===== src/sv/bbrm_pkg.sv =====
package bbrm_pkg;

  // Default number of 64-bit bitmap words.
  localparam int MAP_WORDS_DEF = 64;

  localparam int WORD_W     = 64;
  localparam int BIT_IDX_W  = 6;
  localparam int BLK_W      = 48;
  localparam int REQ_CNT_W  = 32;
  localparam int SUM_W      = BLK_W + 1;
  localparam int UNIT_W     = 7;
  localparam int CHUNK_W    = 19;
  localparam int MWU_W      = 7;
  localparam int STAT_W     = 3;
  localparam int CFG_IDX_W  = 3;
  localparam int CFG_DATA_W = 48;

  // Offsets that survive the range check are below the chunk size; counts are at most the chunk size.
  localparam int DIVD_W     = CHUNK_W;
  localparam int DIV_CNT_W  = $clog2(DIVD_W + 1);
  localparam int REM_W      = 6;
  localparam int END_W      = DIVD_W + 1;

  localparam int PC_W       = 4;

  // Configuration register indexes.
  localparam logic [CFG_IDX_W-1:0] REG_CHUNK_BASE = 3'd0;
  localparam logic [CFG_IDX_W-1:0] REG_UNIT       = 3'd1;
  localparam logic [CFG_IDX_W-1:0] REG_CHUNK      = 3'd2;
  localparam logic [CFG_IDX_W-1:0] REG_MAP_WORDS  = 3'd3;

  localparam logic [UNIT_W-1:0]  UNIT_RST  = 7'd1;
  localparam logic [CHUNK_W-1:0] CHUNK_RST = 19'd4096;
  localparam logic [MWU_W-1:0]   MWU_RST   = 7'd64;

  typedef enum logic [STAT_W-1:0] {
    ST_OK           = 3'd0,
    ST_OUTSIDE      = 3'd1,
    ST_OFF_MISALIGN = 3'd2,
    ST_CNT_MISALIGN = 3'd3,
    ST_ALREADY_FREE = 3'd4,
    ST_ALREADY_SET  = 3'd5,
    ST_BAD_SIZE     = 3'd6
  } status_e;

  // Datapath operations selected by the control word.
  typedef enum logic [3:0] {
    OP_NOP,
    OP_CLEAR,
    OP_ACCEPT,
    OP_SUMS,
    OP_RANGE,
    OP_DIV,
    OP_OFF_DONE,
    OP_CNT_DONE,
    OP_END,
    OP_CHECK,
    OP_REWIND,
    OP_UPDATE,
    OP_REPLY
  } op_e;

  // Conditions the sequencer can test for holding or jumping.
  typedef enum logic [3:0] {
    C_NONE,
    C_ALWAYS,
    C_NO_INPUT,
    C_BAD,
    C_DIV_BUSY,
    C_CLR_MORE,
    C_CHK_CONT,
    C_MORE,
    C_OUT_BUSY
  } cond_e;

  typedef struct packed {
    op_e             op;
    cond_e           hold;
    cond_e           jump;
    logic [PC_W-1:0] target;
  } ctrl_word_t;

  typedef struct packed {
    logic no_input;
    logic bad;
    logic div_busy;
    logic clr_more;
    logic chk_cont;
    logic more;
    logic out_busy;
  } cond_flags_t;

  typedef struct packed {
    logic load;
    logic step;
  } div_ctrl_t;

  // Step addresses of the control program.
  localparam logic [PC_W-1:0] S_CLEAR    = 4'd0;
  localparam logic [PC_W-1:0] S_IDLE     = 4'd1;
  localparam logic [PC_W-1:0] S_SUMS     = 4'd2;
  localparam logic [PC_W-1:0] S_RANGE    = 4'd3;
  localparam logic [PC_W-1:0] S_DIV_OFF  = 4'd4;
  localparam logic [PC_W-1:0] S_OFF_DONE = 4'd5;
  localparam logic [PC_W-1:0] S_DIV_CNT  = 4'd6;
  localparam logic [PC_W-1:0] S_CNT_DONE = 4'd7;
  localparam logic [PC_W-1:0] S_END      = 4'd8;
  localparam logic [PC_W-1:0] S_CHK_RD   = 4'd9;
  localparam logic [PC_W-1:0] S_CHK      = 4'd10;
  localparam logic [PC_W-1:0] S_CHK_END  = 4'd11;
  localparam logic [PC_W-1:0] S_UPD_RD   = 4'd12;
  localparam logic [PC_W-1:0] S_UPD      = 4'd13;
  localparam logic [PC_W-1:0] S_REPLY    = 4'd14;

  // The control store. Unused addresses return to the idle step.
  function automatic ctrl_word_t ucode(logic [PC_W-1:0] pc);
    ctrl_word_t cw;
    cw = '{op: OP_NOP, hold: C_NONE, jump: C_ALWAYS, target: S_IDLE};
    unique case (pc)
      S_CLEAR:    cw = '{op: OP_CLEAR,    hold: C_CLR_MORE, jump: C_NONE,     target: S_IDLE};
      S_IDLE:     cw = '{op: OP_ACCEPT,   hold: C_NO_INPUT, jump: C_NONE,     target: S_IDLE};
      S_SUMS:     cw = '{op: OP_SUMS,     hold: C_NONE,     jump: C_NONE,     target: S_IDLE};
      S_RANGE:    cw = '{op: OP_RANGE,    hold: C_NONE,     jump: C_BAD,      target: S_REPLY};
      S_DIV_OFF:  cw = '{op: OP_DIV,      hold: C_DIV_BUSY, jump: C_NONE,     target: S_IDLE};
      S_OFF_DONE: cw = '{op: OP_OFF_DONE, hold: C_NONE,     jump: C_BAD,      target: S_REPLY};
      S_DIV_CNT:  cw = '{op: OP_DIV,      hold: C_DIV_BUSY, jump: C_NONE,     target: S_IDLE};
      S_CNT_DONE: cw = '{op: OP_CNT_DONE, hold: C_NONE,     jump: C_BAD,      target: S_REPLY};
      S_END:      cw = '{op: OP_END,      hold: C_NONE,     jump: C_BAD,      target: S_REPLY};
      S_CHK_RD:   cw = '{op: OP_NOP,      hold: C_NONE,     jump: C_NONE,     target: S_IDLE};
      S_CHK:      cw = '{op: OP_CHECK,    hold: C_NONE,     jump: C_CHK_CONT, target: S_CHK_RD};
      S_CHK_END:  cw = '{op: OP_REWIND,   hold: C_NONE,     jump: C_BAD,      target: S_REPLY};
      S_UPD_RD:   cw = '{op: OP_NOP,      hold: C_NONE,     jump: C_NONE,     target: S_IDLE};
      S_UPD:      cw = '{op: OP_UPDATE,   hold: C_NONE,     jump: C_MORE,     target: S_UPD_RD};
      S_REPLY:    cw = '{op: OP_REPLY,    hold: C_OUT_BUSY, jump: C_ALWAYS,   target: S_IDLE};
      default:    cw = '{op: OP_NOP,      hold: C_NONE,     jump: C_ALWAYS,   target: S_IDLE};
    endcase
    return cw;
  endfunction

  // Ones from bit lo up to and including bit hi.
  function automatic logic [WORD_W-1:0] span_mask(logic [BIT_IDX_W-1:0] lo,
                                                  logic [BIT_IDX_W-1:0] hi);
    logic [WORD_W-1:0] ones;
    ones = '1;
    return (ones << lo) & (ones >> (6'd63 - hi));
  endfunction

endpackage


===== src/sv/bbrm_ram.sv =====
module bbrm_ram #(
  parameter int WIDTH = 64,
  parameter int DEPTH = 64,
  parameter int AW    = (DEPTH > 1) ? $clog2(DEPTH) : 1
) (
  input  logic             clk_i,
  input  logic             we_i,
  input  logic [AW-1:0]    waddr_i,
  input  logic [WIDTH-1:0] wdata_i,
  input  logic [AW-1:0]    raddr_i,
  output logic [WIDTH-1:0] rdata_o
);

  logic [WIDTH-1:0] mem_q [DEPTH];
  logic [WIDTH-1:0] rdata_q;

  always_ff @(posedge clk_i) begin
    if (we_i) begin
      mem_q[waddr_i] <= wdata_i;
    end
    rdata_q <= mem_q[raddr_i];
  end

  assign rdata_o = rdata_q;

endmodule


===== src/sv/bbrm_div.sv =====
module bbrm_div (
  input  logic                              clk_i,
  input  logic                              rst_ni,
  input  bbrm_pkg::div_ctrl_t               ctrl_i,
  input  logic [bbrm_pkg::DIVD_W-1:0]       dividend_i,
  input  logic [bbrm_pkg::UNIT_W-1:0]       divisor_i,
  output logic [bbrm_pkg::DIVD_W-1:0]       quo_o,
  output logic [bbrm_pkg::REM_W-1:0]        rem_o,
  output logic                              busy_o
);
  import bbrm_pkg::*;

  // Restoring division, one quotient bit per cycle while step is set.
  logic [DIVD_W-1:0]    quo_q, quo_d;
  logic [REM_W-1:0]     rem_q, rem_d;
  logic [DIV_CNT_W-1:0] cnt_q, cnt_d;
  logic [REM_W:0]       rem_sh;
  logic [REM_W:0]       rem_sub;

  assign rem_sh  = {rem_q, quo_q[DIVD_W-1]};
  assign rem_sub = rem_sh - divisor_i;

  always_comb begin
    quo_d = quo_q;
    rem_d = rem_q;
    cnt_d = cnt_q;
    if (ctrl_i.load) begin
      quo_d = dividend_i;
      rem_d = '0;
      cnt_d = DIV_CNT_W'(DIVD_W);
    end else if (ctrl_i.step && cnt_q != '0) begin
      if (rem_sh >= divisor_i) begin
        rem_d = rem_sub[REM_W-1:0];
        quo_d = {quo_q[DIVD_W-2:0], 1'b1};
      end else begin
        rem_d = rem_sh[REM_W-1:0];
        quo_d = {quo_q[DIVD_W-2:0], 1'b0};
      end
      cnt_d = cnt_q - DIV_CNT_W'(1);
    end
  end

  always_ff @(posedge clk_i or negedge rst_ni) begin
    if (!rst_ni) begin
      cnt_q <= '0;
    end else begin
      cnt_q <= cnt_d;
    end
  end

  always_ff @(posedge clk_i) begin
    quo_q <= quo_d;
    rem_q <= rem_d;
  end

  assign quo_o  = quo_q;
  assign rem_o  = rem_q;
  assign busy_o = (cnt_q != '0);

endmodule


===== src/sv/bbrm_seq.sv =====
module bbrm_seq (
  input  logic                   clk_i,
  input  logic                   rst_ni,
  input  bbrm_pkg::cond_flags_t  flags_i,
  output bbrm_pkg::ctrl_word_t   cw_o
);
  import bbrm_pkg::*;

  logic [PC_W-1:0] pc_q, pc_d;
  ctrl_word_t      cw;
  logic            hold_hit;
  logic            jump_hit;

  function automatic logic cond_hit(cond_e c, cond_flags_t f);
    logic hit;
    hit = 1'b0;
    unique case (c)
      C_NONE:     hit = 1'b0;
      C_ALWAYS:   hit = 1'b1;
      C_NO_INPUT: hit = f.no_input;
      C_BAD:      hit = f.bad;
      C_DIV_BUSY: hit = f.div_busy;
      C_CLR_MORE: hit = f.clr_more;
      C_CHK_CONT: hit = f.chk_cont;
      C_MORE:     hit = f.more;
      C_OUT_BUSY: hit = f.out_busy;
      default:    hit = 1'b0;
    endcase
    return hit;
  endfunction

  assign cw       = ucode(pc_q);
  assign hold_hit = cond_hit(cw.hold, flags_i);
  assign jump_hit = cond_hit(cw.jump, flags_i);

  always_comb begin
    if (hold_hit) begin
      pc_d = pc_q;
    end else if (jump_hit) begin
      pc_d = cw.target;
    end else begin
      pc_d = pc_q + PC_W'(1);
    end
  end

  always_ff @(posedge clk_i or negedge rst_ni) begin
    if (!rst_ni) begin
      pc_q <= S_CLEAR;
    end else begin
      pc_q <= pc_d;
    end
  end

  assign cw_o = cw;

endmodule


===== src/sv/bitmap_block_range_mark_core.sv =====
// Allocation bitmap of one storage chunk, one bit per allocation unit.
// Input channel (in_valid_i/in_ready_o): one transaction carries cmd_i (0 marks
// the range allocated, 1 frees it), start_block_i and block_count_i. Output
// channel (out_valid_o/out_ready_i): one transaction per request carries the
// 3-bit status_o. Configuration channel (cfg_valid_i/cfg_ready_o) writes the
// register selected by cfg_index_i with cfg_data_i; it is always ready and
// should only be used while no request is in flight.
// After reset the bitmap RAM is swept to zero, one word per cycle, and the
// input stays not ready until every word is cleared. Configuration registers
// take their reset values at once. A request that passes all checks goes from
// accept to result through two 19-step serial divisions by the unit size, a
// check pass and an update pass over the bitmap words the range touches;
// rejected requests finish earlier. In each pass a touched word takes a read
// step and then a check or update step, as the RAM read is registered and
// read and write share one address. One request is processed at a time, so
// the next is accepted only once the last has left the reply step. The
// result sits in an output register, so the next request is accepted while an
// earlier status waits; a stalled receiver only holds the sequencer once a
// second status is ready to leave.
module bitmap_block_range_mark_core #(
  parameter int MAP_WORDS = bbrm_pkg::MAP_WORDS_DEF
) (
  input  logic                                clk_i,
  input  logic                                rst_ni,
  input  logic                                in_valid_i,
  output logic                                in_ready_o,
  input  logic                                cmd_i,
  input  logic [bbrm_pkg::BLK_W-1:0]          start_block_i,
  input  logic [bbrm_pkg::REQ_CNT_W-1:0]      block_count_i,
  output logic                                out_valid_o,
  input  logic                                out_ready_i,
  output logic [bbrm_pkg::STAT_W-1:0]         status_o,
  input  logic                                cfg_valid_i,
  output logic                                cfg_ready_o,
  input  logic [bbrm_pkg::CFG_IDX_W-1:0]      cfg_index_i,
  input  logic [bbrm_pkg::CFG_DATA_W-1:0]     cfg_data_i
);
  import bbrm_pkg::*;

  localparam int AW = (MAP_WORDS > 1) ? $clog2(MAP_WORDS) : 1;
  // Width that holds both the words-in-use register and MAP_WORDS itself.
  localparam int WW = ($clog2(MAP_WORDS + 1) > MWU_W) ? $clog2(MAP_WORDS + 1) : MWU_W;
  localparam logic [AW-1:0] CLR_LAST = AW'(MAP_WORDS - 1);

  // Configuration registers.
  logic [BLK_W-1:0]   chunk_base_q;
  logic [UNIT_W-1:0]  unit_q;
  logic [CHUNK_W-1:0] chunk_q;
  logic [MWU_W-1:0]   mwu_q;

  // Request and working registers.
  logic               cmd_q;
  logic [BLK_W-1:0]   start_q;
  logic [REQ_CNT_W-1:0] count_q;
  logic [SUM_W-1:0]   diff_q;
  logic [SUM_W-1:0]   sum_q;
  logic [SUM_W-1:0]   lim_q;
  logic [DIVD_W-1:0]  first_q, first_d;
  logic [END_W-1:0]   end_q, end_d;
  status_e            stat_q, stat_d;
  logic [AW-1:0]      ptr_q, ptr_d;

  logic               out_valid_q;
  status_e            out_status_q;

  ctrl_word_t         cw;
  cond_flags_t        flags;
  div_ctrl_t          div_ctrl;
  logic [DIVD_W-1:0]  div_dividend;
  logic [DIVD_W-1:0]  quo;
  logic [REM_W-1:0]   rem;
  logic               div_busy;

  logic               ram_we;
  logic [WORD_W-1:0]  ram_wdata;
  logic [WORD_W-1:0]  cur;

  logic               accept;
  logic               push;
  logic               out_busy;
  logic [UNIT_W-1:0]  unit_eff;
  logic [WW-1:0]      mwu_ext;
  logic [WW-1:0]      words;
  logic [WW+5:0]      unit_limit;
  logic               too_long;
  logic [END_W-1:0]   end_m1;
  logic [AW-1:0]      first_word;
  logic [AW-1:0]      last_word;
  logic [BIT_IDX_W-1:0] lo_bit;
  logic [BIT_IDX_W-1:0] hi_bit;
  logic [WORD_W-1:0]  mask;
  logic               fail;

  bbrm_seq u_seq (
    .clk_i   (clk_i),
    .rst_ni  (rst_ni),
    .flags_i (flags),
    .cw_o    (cw)
  );

  bbrm_div u_div (
    .clk_i      (clk_i),
    .rst_ni     (rst_ni),
    .ctrl_i     (div_ctrl),
    .dividend_i (div_dividend),
    .divisor_i  (unit_eff),
    .quo_o      (quo),
    .rem_o      (rem),
    .busy_o     (div_busy)
  );

  bbrm_ram #(
    .WIDTH (WORD_W),
    .DEPTH (MAP_WORDS),
    .AW    (AW)
  ) u_map (
    .clk_i   (clk_i),
    .we_i    (ram_we),
    .waddr_i (ptr_q),
    .wdata_i (ram_wdata),
    .raddr_i (ptr_q),
    .rdata_o (cur)
  );

  // A unit size of zero behaves as one block per bit.
  assign unit_eff = (unit_q == '0) ? UNIT_W'(1) : unit_q;

  // The usable bitmap is the smaller of the configured word count and the RAM.
  assign mwu_ext    = WW'(mwu_q);
  assign words      = (mwu_ext < WW'(MAP_WORDS)) ? mwu_ext : WW'(MAP_WORDS);
  assign unit_limit = {words, 6'b0};
  assign too_long   = 32'(end_q) > 32'(unit_limit);

  // Word range of the request and the bit span inside the current word.
  assign end_m1     = end_q - END_W'(1);
  assign first_word = first_q[AW+5:6];
  assign last_word  = end_m1[AW+5:6];
  assign lo_bit     = (ptr_q == first_word) ? first_q[5:0] : '0;
  assign hi_bit     = (ptr_q == last_word) ? end_m1[5:0] : '1;
  assign mask       = span_mask(lo_bit, hi_bit);

  // Freeing needs every bit of the span set; marking needs every bit clear.
  assign fail = cmd_q ? ((cur & mask) != mask) : ((cur & mask) != '0);

  assign out_busy = out_valid_q && !out_ready_i;

  always_comb begin
    stat_d       = stat_q;
    ptr_d        = ptr_q;
    first_d      = first_q;
    end_d        = end_q;
    div_ctrl     = '0;
    div_dividend = diff_q[DIVD_W-1:0];
    ram_we       = 1'b0;
    ram_wdata    = '0;
    push         = 1'b0;
    accept       = 1'b0;
    unique case (cw.op)
      OP_NOP: begin
      end
      OP_CLEAR: begin
        ram_we = 1'b1;
        if (ptr_q != CLR_LAST) begin
          ptr_d = ptr_q + AW'(1);
        end
      end
      OP_ACCEPT: begin
        accept = in_valid_i;
        stat_d = ST_OK;
      end
      OP_SUMS: begin
      end
      OP_RANGE: begin
        div_ctrl.load = 1'b1;
        if (count_q == '0) begin
          stat_d = ST_BAD_SIZE;
        end else if (diff_q[SUM_W-1] || (sum_q > lim_q)) begin
          stat_d = ST_OUTSIDE;
        end
      end
      OP_DIV: begin
        div_ctrl.step = 1'b1;
      end
      OP_OFF_DONE: begin
        if (rem != '0) begin
          stat_d = ST_OFF_MISALIGN;
        end
        first_d       = quo;
        div_ctrl.load = 1'b1;
        div_dividend  = count_q[DIVD_W-1:0];
      end
      OP_CNT_DONE: begin
        if (rem != '0) begin
          stat_d = ST_CNT_MISALIGN;
        end
        end_d = END_W'(first_q) + END_W'(quo);
      end
      OP_END: begin
        if (too_long) begin
          stat_d = ST_BAD_SIZE;
        end
        ptr_d = first_word;
      end
      OP_CHECK: begin
        if (fail) begin
          stat_d = cmd_q ? ST_ALREADY_FREE : ST_ALREADY_SET;
        end else if (ptr_q != last_word) begin
          ptr_d = ptr_q + AW'(1);
        end
      end
      OP_REWIND: begin
        ptr_d = first_word;
      end
      OP_UPDATE: begin
        ram_we    = 1'b1;
        ram_wdata = cmd_q ? (cur & ~mask) : (cur | mask);
        if (ptr_q != last_word) begin
          ptr_d = ptr_q + AW'(1);
        end
      end
      OP_REPLY: begin
        push = !out_busy;
      end
      default: begin
      end
    endcase
  end

  // Conditions for the sequencer. The status flag looks at the value written
  // this cycle, so a failing range, alignment or size step jumps to the reply.
  always_comb begin
    flags.no_input = !in_valid_i;
    flags.bad      = (stat_d != ST_OK);
    flags.div_busy = div_busy;
    flags.clr_more = (ptr_q != CLR_LAST);
    flags.chk_cont = !fail && (ptr_q != last_word);
    flags.more     = (ptr_q != last_word);
    flags.out_busy = out_busy;
  end

  always_ff @(posedge clk_i or negedge rst_ni) begin
    if (!rst_ni) begin
      chunk_base_q <= '0;
      unit_q       <= UNIT_RST;
      chunk_q      <= CHUNK_RST;
      mwu_q        <= MWU_RST;
    end else if (cfg_valid_i) begin
      unique case (cfg_index_i)
        REG_CHUNK_BASE: chunk_base_q <= cfg_data_i[BLK_W-1:0];
        REG_UNIT:       unit_q       <= cfg_data_i[UNIT_W-1:0];
        REG_CHUNK:      chunk_q      <= cfg_data_i[CHUNK_W-1:0];
        REG_MAP_WORDS:  mwu_q        <= cfg_data_i[MWU_W-1:0];
        default: begin
        end
      endcase
    end
  end

  always_ff @(posedge clk_i or negedge rst_ni) begin
    if (!rst_ni) begin
      ptr_q       <= '0;
      stat_q      <= ST_OK;
      out_valid_q <= 1'b0;
    end else begin
      ptr_q  <= ptr_d;
      stat_q <= stat_d;
      if (push) begin
        out_valid_q <= 1'b1;
      end else if (out_ready_i) begin
        out_valid_q <= 1'b0;
      end
    end
  end

  always_ff @(posedge clk_i) begin
    if (accept) begin
      cmd_q   <= cmd_i;
      start_q <= start_block_i;
      count_q <= block_count_i;
    end
    if (cw.op == OP_SUMS) begin
      diff_q <= {1'b0, start_q} - {1'b0, chunk_base_q};
      sum_q  <= SUM_W'(start_q) + SUM_W'(count_q);
      lim_q  <= SUM_W'(chunk_base_q) + SUM_W'(chunk_q);
    end
    first_q <= first_d;
    end_q   <= end_d;
    if (push) begin
      out_status_q <= stat_q;
    end
  end

  assign in_ready_o  = (cw.op == OP_ACCEPT);
  assign cfg_ready_o = 1'b1;
  assign out_valid_o = out_valid_q;
  assign status_o    = out_status_q;

  // The bitmap is only written by the clearing sweep or by a request that
  // passed every check.
  assert property (@(posedge clk_i) disable iff (!rst_ni)
    ram_we |-> ((cw.op == OP_CLEAR) || (stat_q == ST_OK)))
    else $error("bitmap written by a failing request");

  // An accepted request always starts with the address sums.
  assert property (@(posedge clk_i) disable iff (!rst_ni)
    (in_valid_i && in_ready_o) |=> (cw.op == OP_SUMS))
    else $error("request accepted but sequencer did not start");

  // A new status appears only from the reply step.
  assert property (@(posedge clk_i) disable iff (!rst_ni)
    $rose(out_valid_q) |-> $past(cw.op == OP_REPLY))
    else $error("status raised outside the reply step");

  // The word pointer never runs past the last word of the range.
  assert property (@(posedge clk_i) disable iff (!rst_ni)
    ((cw.op == OP_CHECK) || (cw.op == OP_UPDATE)) |-> (ptr_q <= last_word))
    else $error("word pointer past the end of the range");

endmodule

===== config.mk =====
export PLATFORM = sky130hd
export DESIGN_NAME = bitmap_block_range_mark_core
export DESIGN_NICKNAME = d
export VERILOG_FILES = /design/src/sv/bbrm_pkg.sv /design/src/sv/bbrm_ram.sv /design/src/sv/bbrm_div.sv /design/src/sv/bbrm_seq.sv /design/src/sv/bitmap_block_range_mark_core.sv
export SDC_FILE = /design/constraint.sdc
export NUM_CORES = 2
export LEC_CHECK = 0
export ABC_AREA = 1
export ABC_CLOCK_PERIOD_IN_PS = 25600
export BUFFER_PORTS_ARGS = -buffer_cell sky130_fd_sc_hd__buf_2
export CAP_MARGIN = 20
export CORE_MARGIN = 3
export CORE_UTILIZATION = 35
export DETAILED_ROUTE_END_ITERATION = 8
export GPL_ROUTABILITY_DRIVEN = 0
export PLACE_DENSITY = 0.54
export REMOVE_ABC_BUFFERS = 1
export SLEW_MARGIN = 20
export SYNTH_ARGS = -nofsm -noshare
export SYNTH_HDL_FRONTEND = slang
export SYNTH_MEMORY_MAX_BITS = 65536
export SYNTH_SLANG_ARGS = --single-unit

===== constraint.sdc =====
create_clock -name clk_i -period 25.6 [get_ports clk_i]
set_input_delay 5.12 -clock clk_i [delete_from_list [all_inputs] [get_ports clk_i]]
set_output_delay 5.12 -clock clk_i [all_outputs]
set_load 0.05 [all_outputs]

# Yosys cells after proc, flatten, opt, wreduce, memory -nomap -nowiden
# Memories as Yosys holds them, arrays and structs flattened. A register that Yosys moved wholly into a read port is not among the register bits.
# Cells that the tools add are included.
[word_totals]
memories = 2
mem_bits_ro = 240
inputBits = 137
regBits = 395
latchBits = 0
output_inout_bits = 6
mem_bits_rw = 4096
[mem_list]
columns = ["name", "depth", "word_bits", "read_ports", "rd_ports_with_merged_regs", "write_ports", "line", "source"]
rows = [
  ["u_map.mem_q", 64, 64, 1, 1, 1, "bbrm_ram.sv:14", "logic [WIDTH-1:0] mem_q [DEPTH];"],
  ["(name not given)", 16, 15, 1, 0, 0, "bbrm_pkg.sv:119", "unique case (pc)"],
]
[op_classes]
mux = 38
n_lt_le_gt_ge = 4
bitwise = 5
reduce_logical = 26
n_eq_ne = 38
div = 0
n_shift = 2
add_sub_neg = 10
multipliers = 0
[op_table]
columns = ["operator", "count"]
rows = [
  ["$and A64 B64 Y64", 3],
  ["$mux W64", 2],
  ["$ne A64 B64 Y1", 1],
  ["$not A64 Y64", 1],
  ["$or A64 B64 Y64", 1],
  ["$reduce_bool A64 Y1", 1],
  ["$shl A64 B6 Y64 const A", 1],
  ["$shr A64 B6 Y64 const A", 1],
  ["$mux W19", 3],
  ["$add A48 B19 Y49", 1],
  ["$add A48 B32 Y49", 1],
  ["$gt A49 B49 Y1", 1],
  ["$sub A48 B48 Y49", 1],
  ["$eq A4 B3 Y1 const B", 12],
  ["$mux W6", 6],
  ["$logic_not A32 Y1", 1],
  ["$eq A4 B4 Y1 const B", 7],
  ["$eq A4 B2 Y1 const B", 6],
  ["$pmux W6 S4", 1],
  ["$add A19 B19 Y20", 1],
  ["$gt A20 B13 Y1", 1],
  ["$mux W3", 6],
  ["$pmux W3 S6", 1],
  ["$pmux W1 S8", 2],
  ["other kinds (33)", 61],
]

# Longest topological paths before layout
[depth]
depth_word = 14
ltp_mapped = 34

# Cells and area by module
# A second synthesis with hierarchy kept.
[unflattened]
cells_unflattened = 16405
area_unflattened_um2 = 190108.6
[modules_own_cells]
columns = ["mod", "area_per_inst_um2", "cells_per_inst", "seq_area_each_um2", "instances"]
rows = [
  ["bbrm_ram", 165306.0, 13405, 124279.2, 1],
  ["bitmap_block_range_mark_core", 22261.4, 2662, 9517.9, 1],
  ["bbrm_div", 1752.9, 215, 815.8, 1],
  ["bbrm_seq", 788.3, 123, 100.1, 1],
]

# Least setup slack after synthesis
# Ideal clock, no wire load.
[synth_timing]
path_kind = "input port to flip-flop"
from = "input port in_valid_i"
to = "register cmd_q (enable)"
slack_ps = 11995
arrival_ps = 12885
path_stages = 2
required_time_ps = 24880
cell_sequence = "inv_1 nor4_1"
[synth_between]
elab_chain_len = 1
[synth_lines]
columns = ["element", "line", "source"]
rows = [
  ["from (decl)", "bitmap_block_range_mark_core.sv:25", "input logic in_valid_i,"],
  ["$mux W1", "bitmap_block_range_mark_core.sv:158", "unique case (cw.op)"],
  ["named net accept", "bitmap_block_range_mark_core.sv:78", "logic accept;"],
  ["to (signal assigned)", "bitmap_block_range_mark_core.sv:277", "cmd_q <= cmd_i;"],
  ["to (decl)", "bitmap_block_range_mark_core.sv:52", "logic cmd_q;"],
]
# The timed path passes the listed nets, and every way through them passes these cells.
# A chain may end at the register's enable or synchronous reset.

# Worst setup path after layout
[layout_timing]
from = "register u_seq.pc_q[0]"
to = "output port in_ready_o"
[layout_between]
elab_chain_len = 2
[layout_lines]
columns = ["element", "line", "source"]
rows = [
  ["from (decl)", "bbrm_seq.sv:9", "logic [PC_W-1:0] pc_q, pc_d;"],
  ["from (signal assigned)", "bbrm_seq.sv:50", "pc_q <= pc_d;"],
  ["$mem_v2 Z16 W15", "-", ""],
  ["$eq A4 B2 Y1", "bitmap_block_range_mark_core.sv:293", "assign in_ready_o = (cw.op == OP_ACCEPT);"],
  ["to (decl)", "bitmap_block_range_mark_core.sv:26", "output logic in_ready_o,"],
]
# Every way passes these cells.

==> out/results.txt <==
commonest non-fill, non-tap cell in the layout = edfxtp_1
# hold bufs at CTS = 0
wire per inst = 29.9 um
die area = 505000 um2
Root Buffer = clkbuf_16
synthesized area = 174000 um2
first-pass GRT wire length = 788 mm
number of enable flip-flop cells after synthesis = 4356
Setup-failing EPs final = 0
Setup crit start kind = flip-flop
violated checks = design-rule violations
First DRT Iteration DRCs = 13248
vias per cell = 5.68
Post-CTS Setup Inserts = 0
CTS tree = done
reg2reg end = u_map.mem_q[26][35]
Clk Latency, worst-skew pair = 1.01 ns
CP Capture Type = primary output
Detailed Route WL = 565 mm
R2R Path Start = u_seq.pc_q[0]
Max VDD drop = 0.107 mV
Setup CP Type = flip-flop to primary output
Pwr per Cell Area = 106 nW/um2
Port Buffers = 141
Post-Synthesis Cells = 11499
RSZ-0062 raised after global routing = no
GRT Util Overall = 0.215
Worst-Margin Slew = 1.20 ns
CTS buffer count = 450
Synth Warn # = 0
Remaining DRCs = 6
ANT nets after route = 0
Reg clk slew, reported paths = 0.06 ns
pin count of the biggest net entering global routing = 120
Area Growth Syn to Fin = 14.6%
Clock Skew = 0.0706 ns
number of synthesized register bits = 4526
Min-Delay Path Class = flip-flop to flip-flop
die width = 711 um
Hold Crit Start = unit_q[4]
library cells used by synthesis = 64
Hold Fails Final Rpt = 0
initial core utilization = 0.352
clk buf depth = 4
vias = 107242
fmax = 103 MHz
Design Power = 21.1 mW
number of global-route vias before repair = 102952
prevailing post-synth register cell = edfxtp_1
Non-Filler Instances = 18889
setup TNS = 0 ns
fin. max-slew vios = 0
reg2reg setup slack = 19.07 ns
hold_ws = 0.489 ns
register area share after synthesis = 0.775
min Tclk post-route = 9.70 ns
# Max-Cap Violations = 0
post-DP HPWL = 307 mm
Reg2Reg Depth = 14
# rows = 258
layout cells sized above 1 = 0.107
H-tree Lvls = 5
Placed Cells incl. Taps = 18037
status = finished, violations left
Clock Sink Count = 4526
total gr overflow = 0
initial antenna violation count = 16
worst hold stages = 2
Top Ports = 143
FFs w/ async S/R, synth = 0.0221
Slew HR = 0.202
CTS resizes = 0
post-route cell area = 199000 um2
most frequent cells in the layout = edfxtp_1, nand2_1, a221oi_1, nand4_1, a22oi_1
Pleak = 67.3 nW
crit-path max FO = 25
Critical Path RT = 20.48 ns
fin nets = 12194
core area = 494000 um2
arrival time at the worst endpoint = 4.58 ns
Avg Inst Size Synth = 15.1 um2
TritonRoute pass-1 iters = 9
Tcrit/Tclk final = 0.379
Placed Area = 185000 um2
Hold Path Sink = unit_q[4]
Chip Height = 711 um
[power by group]
| group | internal (mW) | switching (mW) |
|---|---|---|
| clock | 3.62 | 2.85 |
| combinational | 1.53 | 3.97 |
| sequential | 8.85 | 0.248 |
| total | 14.0 | 7.07 |
[metrics by stage]
step / util / setup slack (ns)
2_1_floorplan: - / -10.91
3_3_place_gp: 0.374 / 16.94
3_5_place_dp: 0.374 / 16.92
4_1_cts: 0.403 / 15.80
5_1_grt: 0.403 / 15.60
6_report: 0.403 / 15.90
[synthesized netlist by cell type, types with 14 or more instances]
cell / instances / area [um2]
dfrtp_1: 97 / 2430
a22oi_1: 515 / 3870
clkbuf_1: 450 / 1690
a311oi_1: 25 / 219
o211ai_1: 15 / 113
ha_1: 192 / 2400
a21oi_1: 276 / 1380
xnor2_1: 35 / 307
nor2_1: 373 / 1400
inv_1: 443 / 1660
nand3b_1: 20 / 150
nand2_1: 2131 / 8000
buf_1: 102 / 383
or2_2: 20 / 125
xor2_1: 101 / 885
a211oi_1: 46 / 345
nand4_1: 553 / 3460
a22o_1: 452 / 3960
edfxtp_1: 4356 / 131000
o21ai_1: 25 / 125
nor4_1: 23 / 144
a2111o_1: 14 / 158
nor3_1: 68 / 340
o21ai_0: 194 / 971
dfxtp_1: 70 / 1400
a221oi_1: 576 / 5040
a31oi_1: 31 / 194
nand3_1: 173 / 866
[worst max-delay path, stage by stage (launching register included)]
cell and delay (ns):
dfrtp_1 0.53, inv_1 0.14, ha_1 0.36, nor2_1 0.08, nor2_1 0.10, nand2_1 0.05, nand2_1 0.69, clkinv_1 0.76
nor3_1 0.49, buf_2 0.36
[cells by family (layout without fill, tap and decap cells)]
kind of cell    after synthesis  after routing  synth area share
fa+ha+maj                   197            197            0.0144
buf+inv                    1028           1779            0.0225
xor+xnor                    138            138           0.00704
other cells                   1             10         0.0000216
compound gates             2219           2219            0.0964
flops                      4526           4526             0.775
mux                           1              1         0.0000576
simple gates               3389           3389            0.0846
[cell type report]
cell class	count	area [um2]
clock buffer	568	11800
inverter	459	1720
antenna	9	22.5
timing repair buffer	478	3530
fill	45208	295000
sequential	4526	135000
tap	6630	8300
clock inverter	274	2520
multi-input combinational	5945	36700
[sequential cells by signal (all words and copies together), names as in the netlist]
name	flops
mwu_ext	7
u_div.quo_o	19
chunk_base_q	48
count_q	32
ptr_q	6
start_q	48
chunk_q	19
u_div.rem_o	6
lim_q	49
sum_q	49
diff_q	20
unit_q	7
out_valid_o	1
u_map.rdata_o	64
end_q	20
cmd_q	1
u_map.mem_q	4096
u_div.cnt_q	5
status_o	3
first_q	19
u_seq.pc_q	4
stat_q	3
[routing by layer]
metal,global-route usage,routed length (um)
met5,0,0
met4,0.0677,20300
met3,0.0369,48100
met2,0.350,264000
met1,0.296,232000
[worst max-delay path by stage]
stage	slack (ns)	end	from	cells after the start
after floorplan	-10.91	u_map.mem_q[52][0]	ptr_q[1]	3
after global placement	16.94	in_ready_o	u_seq.pc_q[0]	9
after detailed placement	16.92	in_ready_o	u_seq.pc_q[0]	9
after CTS	15.80	in_ready_o	u_seq.pc_q[0]	9
after global routing	15.60	in_ready_o	u_seq.pc_q[0]	9
final	15.90	in_ready_o	u_seq.pc_q[0]	9
Note: power is estimated with default switching activity, not from simulation.
